<file path="config.mk">
export PLATFORM = sky130hd
export DESIGN_NAME = bcdf_ctrl
export DESIGN_NICKNAME = d
export VERILOG_FILES = /design/src/sv/bcdf_pkg.sv /design/src/sv/bcdf_ctrl.sv
export SDC_FILE = /design/constraint.sdc
export NUM_CORES = 1
export LEC_CHECK = 0
export BUFFER_PORTS_ARGS = -buffer_cell sky130_fd_sc_hd__buf_4
export CAP_MARGIN = 20
export CORE_AREA = 2 2 39 41
export DETAILED_ROUTE_END_ITERATION = 6
export DIE_AREA = 0 0 41 43
export HOLD_SLACK_MARGIN = 0.05
export PLACE_DENSITY = 0.48
export SYNTH_ARGS = -nofsm -noshare
export SYNTH_HDL_FRONTEND = slang
export SYNTH_SLANG_ARGS = --single-unit
</file>
<file path="constraint.sdc">
create_clock -name clk -period 1.3 [get_ports clk]
set_input_delay 0.26 -clock clk [delete_from_list [all_inputs] [get_ports clk]]
set_output_delay 0.26 -clock clk [all_outputs]
set_load 0.005 [all_outputs]
</file>
<file path="src/sv/bcdf_pkg.sv">
// Shared types and constants for the binomial CDF block.
// Used by the channel interfaces, controller, datapath and top level.
`timescale 1ns / 1ps

package bcdf_pkg;

    // Field widths of the transfer payloads
    localparam int TRIAL_W = 6;
    localparam int PROB_W  = 33;
    localparam int FRAC_W  = 32;

    // Q1.32 one
    localparam logic [PROB_W-1:0] FX_ONE = 33'h1_0000_0000;

    // Default trial limit
    localparam int DEFAULT_MAX_TRIALS = 32;

    // Commands from controller to datapath, at most one multiplier user per cycle
    typedef struct packed {
        logic load;      // capture a new item and clear the accumulators
        logic pre_step;  // store (1-p)^j, advance the power and the coefficient row
        logic rd_first;  // fetch (1-p)^n for the first term
        logic weight;    // weight = p^i * (1-p)^(n-i)
        logic term;      // term = C(n,i) * weight
        logic acc;       // add the term, advance p^i, shift the coefficient row
        logic out_load;  // move the finished sum into the output register
    } bcdf_cmd_t;

    // Status from datapath to controller
    typedef struct packed {
        logic pre_last;   // last power of (1-p) is being stored
        logic term_last;  // current term is the term for k
    } bcdf_status_t;

endpackage

</file>
<file path="src/sv/bcdf_ctrl.sv">
// Sequencer for the binomial CDF: steps the datapath through the power
// table fill and the per-term loop. Depends on bcdf_pkg.
`timescale 1ns / 1ps

module bcdf_ctrl (
    input  logic                   clk,
    input  logic                   rst_n,
    input  logic                   in_valid,
    output logic                   in_ready,
    output logic                   out_valid,
    input  logic                   out_ready,
    input  bcdf_pkg::bcdf_status_t st,
    output bcdf_pkg::bcdf_cmd_t    cmd
);
    import bcdf_pkg::*;

    localparam logic [2:0] S_IDLE   = 3'd0;
    localparam logic [2:0] S_PRE    = 3'd1;
    localparam logic [2:0] S_RD0    = 3'd2;
    localparam logic [2:0] S_WEIGHT = 3'd3;
    localparam logic [2:0] S_TERM   = 3'd4;
    localparam logic [2:0] S_ACC    = 3'd5;
    localparam logic [2:0] S_FIN    = 3'd6;

    logic [2:0] state_reg;
    logic [2:0] state_next;
    logic       out_valid_reg;
    logic       out_valid_next;

    // Decode state into datapath commands
    always_comb
    begin
        state_next = state_reg;
        cmd        = '0;
        case (state_reg)
            S_IDLE:
            begin
                if (in_valid)
                begin
                    cmd.load   = 1'b1;
                    state_next = S_PRE;
                end
            end
            S_PRE:
            begin
                cmd.pre_step = 1'b1;
                if (st.pre_last)
                begin
                    state_next = S_RD0;
                end
            end
            S_RD0:
            begin
                cmd.rd_first = 1'b1;
                state_next   = S_WEIGHT;
            end
            S_WEIGHT:
            begin
                cmd.weight = 1'b1;
                state_next = S_TERM;
            end
            S_TERM:
            begin
                cmd.term   = 1'b1;
                state_next = S_ACC;
            end
            S_ACC:
            begin
                cmd.acc    = 1'b1;
                state_next = st.term_last ? S_FIN : S_WEIGHT;
            end
            S_FIN:
            begin
                // Hold until the output register is free
                if (!out_valid_reg || out_ready)
                begin
                    cmd.out_load = 1'b1;
                    state_next   = S_IDLE;
                end
            end
            default:
            begin
                state_next = S_IDLE;
            end
        endcase
    end

    // Output valid: set on load, drop on transfer
    always_comb
    begin
        out_valid_next = out_valid_reg;
        if (cmd.out_load)
        begin
            out_valid_next = 1'b1;
        end
        else if (out_ready)
        begin
            out_valid_next = 1'b0;
        end
    end

    always_ff @(posedge clk or negedge rst_n)
    begin
        if (!rst_n)
        begin
            state_reg     <= S_IDLE;
            out_valid_reg <= 1'b0;
        end
        else
        begin
            state_reg     <= state_next;
            out_valid_reg <= out_valid_next;
        end
    end

    assign in_ready  = (state_reg == S_IDLE);
    assign out_valid = out_valid_reg;
endmodule

</file>
==> results.tsv, run 1 <==
stage	metric	value	unit
worst_hold_path	hold_sp	in_valid	
power_and_ir_drop	VDD IR max	0.934	mV
critical_path	Crit Path Max Fanout	6	
synth	post-synthesis cell count	31	
critical_path	arrival time at the worst endpoint	1.13	ns
layout	final std cells w/o fill	73	
power_and_ir_drop	clock power share	0.125	
power_and_ir_drop	sw frac	0.351	
timing	Max Freq	718	MHz
floorplan	Starting Density	0.204	
floorplan	Die H	43	um
job	maxcap violations	0	
timing	Final WS setup	-0.0920	ns
drt	drt total wl	821	um
power_and_ir_drop	Sw Pwr	442	uW
critical_path	crit path capture type	output pin	
synth	cell area after synthesis	283	um2
synth	post-synthesis sequential area ratio	0.354	
layout	Filler cells	155	
clock_tree	Sinks on Clock Net	4	
synth	Mapped Avg Cell Area	9.12	um2
clock_tree	TritonCTS clock tree	yes	
layout	diodes inserted	0	
drt	wire per inst	11.2	um
place	number of port buffers	14	
drt	Vias/cell	4.34	
floorplan	die width	41	um
critical_path	worst setup path startpoint	state_reg[1]	
critical_path	r2r worst-path depth	4	
critical_path	CP delay by family, top	flip-flops	
global_routing	antenna violations before repair	0	
clock_tree	total CTS buffers	3	
timing	final worst path period share	1.07	
critical_path	CP max stage delay	0.45	ns
layout	max reg flops	3	
critical_path	R2R Path End	state_reg[0]	
global_routing	Global Route Usage Sum	0.117	
synth	YS warnings	0	
worst_hold_path	hold depth	3	
floorplan	core area	0.00138	mm2
floorplan	Top-Level Pins	15	
global_routing	first-pass GRT wire length	1.35	mm
critical_path	Setup crit start kind	register	
worst_hold_path	Worst Hold Class	input pin to register	
floorplan	FP Rows	14	
power_and_ir_drop	overall power	1260	uW
layout	Total Nets Final	65	
critical_path	WP buf/inv	2	
timing	# setup viols final	9	
synth	Net Count, Synth	37	
clock_tree	CTS H-tree lvls	1	
critical_path	WP data required	1.04	ns
layout	FF/Latch Area	104	um2
timing	clk_skew	0.00397	ns
clock_tree	root buffer cell	clkbuf_4	
global_routing	vias in the first global route	334	
critical_path	Worst R2R Start	state_reg[2]	
timing	Setup TNS Final	-0.464	ns
layout	share of layout cells above drive strength 1	0.719	
clock_tree	CTS Buffer Depth	2	
drt	Routed Antenna Nets	0	
layout	synthesis-to-layout area growth	95.6	%
clock_tree	Clock Pin Slew Worst Setup and Hold Paths	0.04	ns
layout	area of the multi-input gates	178	um2
critical_path	critical path class	register to output pin	
critical_path	CP Cell Sequence	buf_4, nor3b_2, buf_4	
timing	Worst-Margin Slew	0.181	ns
clock_tree	clk_lat worst skew	0.24	ns
timing	Fin. Hold Viols	0	
timing	relative slew slack	0.879	
synth	library cells used by synthesis	20	
power_and_ir_drop	P_leak	0.000279	uW
timing	Hold Slack	0.281	ns
place	placed cells	61	
drt	vias post-DR	317	
place	Placer Congestion	0.674	
synth	Synth Register Bits	4	
floorplan	die area	0.00176	mm2
timing	RSZ-0062 raised after global routing	true	
power_and_ir_drop	power density over the cells	2270	mW/mm2
timing	max-slew violations	0	
critical_path	CP dominant cell by count	buf_4	
power_and_ir_drop	Seq pwr share	0.223	
outcome	failing checks	negative setup slack	
outcome	status	complete, but fails checks	
drt	initial drt markers	2	
drt	DR pass1 iterations	3	
critical_path	critical path's slowest cell	dfrtp_2	
timing	crit path time final	1.39	ns
global_routing	GRT overflow	0	
global_routing	largest net degree at the start of global routing	7	
critical_path	FF-to-FF setup slack	-0.02	ns
worst_hold_path	Hold Path End	state_reg[0]	
power_and_ir_drop	share of power burned in combinational logic	0.652	
power_and_ir_drop	P_int	815	uW
drt	Residual DRC	0	
-- metrics by stage --
stage,util,instance area [um2],setup slack (ns)
floorplan,-,283,0.118
global placement,0.296,409,0.0442
detailed placement,0.296,409,0.0404
CTS,0.383,531,-0.0988
global route,0.400,553,-0.147
finish,0.400,553,-0.0920
-- worst max path at each step --
stage,to,cells after the start
2_1_floorplan,cmd[6],3
3_3_place_gp,cmd[6],3
3_5_place_dp,cmd[6],3
4_1_cts,cmd[6],3
5_1_grt,cmd[0],4
6_report,cmd[5],3
-- tightest hold or removal path: stages --
cell and delay, ns:
buf_4 0.11, inv_1 0.05, a221oi_2 0.05
-- area by class of cell --
class / instances / share of cell area
Sequential cell: 4 / 0.188
Inverter: 2 / 0.0136
Clock buffer: 3 / 0.0407
Timing Repair Buffer: 27 / 0.400
Tap cell: 16 / 0.0362
Multi-Input combinational cell: 21 / 0.321
-- routing by layer --
| layer | vias up | GRT usage | share of wire |
|---|---|---|---|
| met5 | - | 0 | 0 |
| met4 | 0 | 0.0600 | 0.0097 |
| met3 | 2 | 0.0524 | 0.071 |
| met2 | 14 | 0.178 | 0.50 |
| met1 | 144 | 0.129 | 0.42 |
| li1 | 157 | - | - |
-- cells in the final DEF (no fill, tap or decap), types with 2 or more instances in the layout --
cell	n
clkbuf_4	3
nor3b_2	2
buf_6	5
buf_4	20
o21ai_0	3
a21o_1	2
dfrtp_2	3
-- repair_timing --
action                     in CTS  in global routing
buffers inserted                6                  2
hold buffers                    1                  0
hold endpoints to repair        4                  0
setup endpoints to repair       8                  8
gates resized for setup        14                  2
pin swaps                       1                  2
-- power groups by stage --
stage	combinational, uW	clock [uW]	sequential (uW)
floorplan	352	0	193
global placement	528	0	257
detailed placement	530	0	256
CTS	759	161	279
global route	886	176	288
finish	819	157	281
-- Yosys cell counts --
cell | count | area [um2]
nor3_1 | 1 | 5.00
nor3b_1 | 2 | 15.0
o21a_1 | 1 | 7.51
nand2_1 | 1 | 3.75
nor2_1 | 2 | 7.51
buf_6 | 1 | 11.3
buf_4 | 1 | 7.51
a221oi_2 | 1 | 15.0
and2_1 | 1 | 6.26
nor3_2 | 1 | 10.0
a21o_1 | 2 | 15.0
buf_2 | 2 | 10.0
nand2b_1 | 2 | 12.5
dfrtp_1 | 4 | 100
and3_1 | 1 | 6.26
o22ai_1 | 1 | 6.26
inv_1 | 2 | 7.51
mux2_4 | 1 | 15.0
o21ai_0 | 3 | 15.0
nor2b_1 | 1 | 6.26
-- cell families (layout without fill, tap and decap cells) --
logic type      Yosys count  count (layout)  share of synthesized area
simple gates             12              12                      0.257
mux                       1               1                     0.0531
compound gates            8               8                      0.208
buf+inv                   6              32                      0.128
flops                     4               4                      0.354
Note: power is estimated with default switching activity, not from simulation.
==> inputs of run 2 (changes only) <==
Settings changed: RECOVER_POWER set to 50.
==> run 2 against run 1 <==
Compared with the run above:
- the run still ends with negative setup slack left
- non-clock buffer count is the same
- clock power is essentially flat
- combinational power is essentially flat
- sequential share of layout area grew 0.13 points
- via count is the same
- routed wire length shrank 0.24%
- flip-flop and latch count is the same
- sequential power is essentially flat
- die area is the same
==> results.tsv, run 2 (same netlist as run 1, synthesis figures left out) <==
stage	metric	value	unit	change
global_routing	GRT overflow	0		unchanged
timing	Final WS setup	-0.0920	ns	unchanged
layout	share of layout cells above drive strength 1	0.702		was 0.719
clock_tree	total CTS buffers	3		unchanged
global_routing	vias in the first global route	334		unchanged
timing	Hold Slack	0.281	ns	unchanged
critical_path	arrival time at the worst endpoint	1.13	ns	about the same
timing	clk_skew	0.00397	ns	unchanged
drt	Residual DRC	0		unchanged
timing	Worst-Margin Slew	0.215	ns	was 0.181 ns
critical_path	WP data required	1.04	ns	about the same
power_and_ir_drop	VDD IR max	0.932	mV	was 0.934 mV
timing	RSZ-0062 raised after global routing	true		unchanged
drt	drt total wl	819	um	was 821 um
timing	relative slew slack	0.857		was 0.879
power_and_ir_drop	P_leak	0.000276	uW	was 0.000279 uW
critical_path	CP Cell Sequence	buf_4, nor3b_2, buf_4		unchanged
layout	commonest cells after routing, fill and taps aside	buf_4 (19), buf_6 (5), o21ai_0 (3), clkbuf_4 (3), dfrtp_2 (3)		was buf_4 (20), buf_6 (5), o21ai_0 (3), clkbuf_4 (3), dfrtp_2 (3)
drt	Vias/cell	4.34		unchanged
layout	max reg flops	3		unchanged
clock_tree	Sinks on Clock Net	4		unchanged
drt	wire per inst	11.2	um	about the same
timing	final worst path period share	1.07		unchanged
drt	wire length on met3	58	um	unchanged
timing	Max Freq	718	MHz	unchanged
timing	max-slew violations	0		unchanged
layout	Total Nets Final	65		unchanged
floorplan	Starting Density	0.204		unchanged
clock_tree	TritonCTS clock tree	yes		unchanged
worst_hold_path	Worst Hold Class	input pin to register		unchanged
outcome	status	complete, but fails checks		unchanged
critical_path	FF-to-FF setup slack	-0.02	ns	about the same
job	maxcap violations	0		unchanged
global_routing	largest net degree at the start of global routing	7		unchanged
layout	synthesis-to-layout area growth	94.2	%	was 95.6%
floorplan	Die H	43	um	unchanged
outcome	failing checks	negative setup slack		unchanged
power_and_ir_drop	P_int	814	uW	was 815 uW
critical_path	Setup crit start kind	register		unchanged
power_and_ir_drop	share of power burned in combinational logic	0.651		was 0.652
clock_tree	root buffer cell	clkbuf_4		unchanged
place	Placer Congestion	0.674		unchanged
layout	diodes inserted	0		unchanged
place	number of port buffers	14		unchanged
floorplan	core area	0.00138	mm2	unchanged
timing	# setup viols final	9		unchanged
drt	Routed Antenna Nets	0		unchanged
clock_tree	CTS Buffer Depth	2		unchanged
layout	commonest non-fill, non-tap cell in the layout	buf_4		unchanged
clock_tree	CTS H-tree lvls	1		unchanged
power_and_ir_drop	power density over the cells	2290	mW/mm2	was 2270 mW/mm2
critical_path	CP max stage delay	0.45	ns	about the same
drt	DR pass1 iterations	3		unchanged
floorplan	die area	0.00176	mm2	unchanged
timing	Fin. Hold Viols	0		unchanged
drt	vias post-DR	317		unchanged
critical_path	critical path's slowest cell	dfrtp_2		unchanged
drt	top sig layer	met4		unchanged
critical_path	Crit Path Max Fanout	6		unchanged
global_routing	antenna violations before repair	0		unchanged
drt	M1 WL	344	um	was 346 um
place	Setup WS pre-CTS	0.0404	ns	unchanged
floorplan	Top-Level Pins	15		unchanged
power_and_ir_drop	clock power share	0.125		about the same
power_and_ir_drop	Sw Pwr	442	uW	about the same
clock_tree	Clock Pin Slew Worst Setup and Hold Paths	0.04	ns	about the same
global_routing	Global Route Usage Sum	0.117		unchanged
floorplan	FP Rows	14		unchanged
drt	initial drt markers	2		unchanged
critical_path	crit path capture type	output pin		unchanged
critical_path	CP delay by family, top	flip-flops		unchanged
floorplan	die width	41	um	unchanged
timing	crit path time final	1.39	ns	unchanged
drt	met2 WL post-DR	407	um	unchanged
critical_path	WP buf/inv	2		unchanged
power_and_ir_drop	Seq pwr share	0.224		was 0.223
layout	Filler cells	157		was 155
power_and_ir_drop	sw frac	0.352		was 0.351
critical_path	critical path class	register to output pin		unchanged
clock_tree	clk_lat worst skew	0.24	ns	about the same
critical_path	CP dominant cell by count	buf_4		unchanged
global_routing	first-pass GRT wire length	1.35	mm	unchanged
run 2: cell count changes in the layout (fill, tap and decap cells not counted):
cell,previous run,this run
buf_4,20,19
clkbuf_1,0,1
run 2: final timing paths:
| path | cells past startpoint | to | from |
|---|---|---|---|
| setup / recovery | 3 | cmd[5] | state_reg[1] |
| hold / removal | 3 | state_reg[0] | in_valid |
| setup reg to reg | 4 | state_reg[0] | state_reg[2] |
| hold reg to reg | 2 | out_valid | out_valid |
| max in group asynchronous | 2 | state_reg[0] | rst_n |
| min in group asynchronous | 2 | state_reg[2] | rst_n |
run 2: worst reg2reg max path, stage by stage, from the launching register on:
cell	delay, ns
dfrtp_2	0.45
buf_6	0.15
buf_4	0.12
mux2_4	0.29
a221oi_2	0.21
run 2: routing by layer:
metal / track usage / vias up
li1: - / 157
met1: 0.129 / 144
met2: 0.178 / 14
met3: 0.0524 / 2
met4: 0.0600 / 0
met5: 0 / -
run 2: timing repair:
item / CTS / global route
pin swaps: 1 / 2
resized for setup: 14 / 2
setup endpoints to repair: 8 / 8
hold endpoints to repair: 4 / 0
buffers inserted: 6 / 2
hold buffers: 1 / 0
run 2: layout make-up:
cell class / instances / area (um2) / area share
clock buffer: 3 / 22.5 / 0.0410
inverter: 2 / 7.51 / 0.0137
multi-input combinational: 21 / 178 / 0.323
tap: 16 / 20.0 / 0.0364
timing repair buffer: 27 / 218 / 0.396
sequential: 4 / 104 / 0.189
run 2: metrics by stage:
stage	power, uW	utilization	area [um2]	instances	setup TNS (ns)
6_report	1260	0.397	549	73	-0.464
4_1_cts	1200	0.383	531	71	-0.580
3_3_place_gp	784	0.296	409	61	0
2_1_floorplan	544	-	283	31	0
5_1_grt	1350	0.397	549	73	-0.879
3_5_place_dp	786	0.296	409	61	0
run 2: power by group through the flow:
stage | logic (uW) | clock network [uW] | registers, uW
detailed placement | 530 | 0 | 256
finish | 818 | 157 | 281
floorplan | 352 | 0 | 193
CTS | 759 | 161 | 279
global route | 884 | 176 | 288
global placement | 528 | 0 | 257
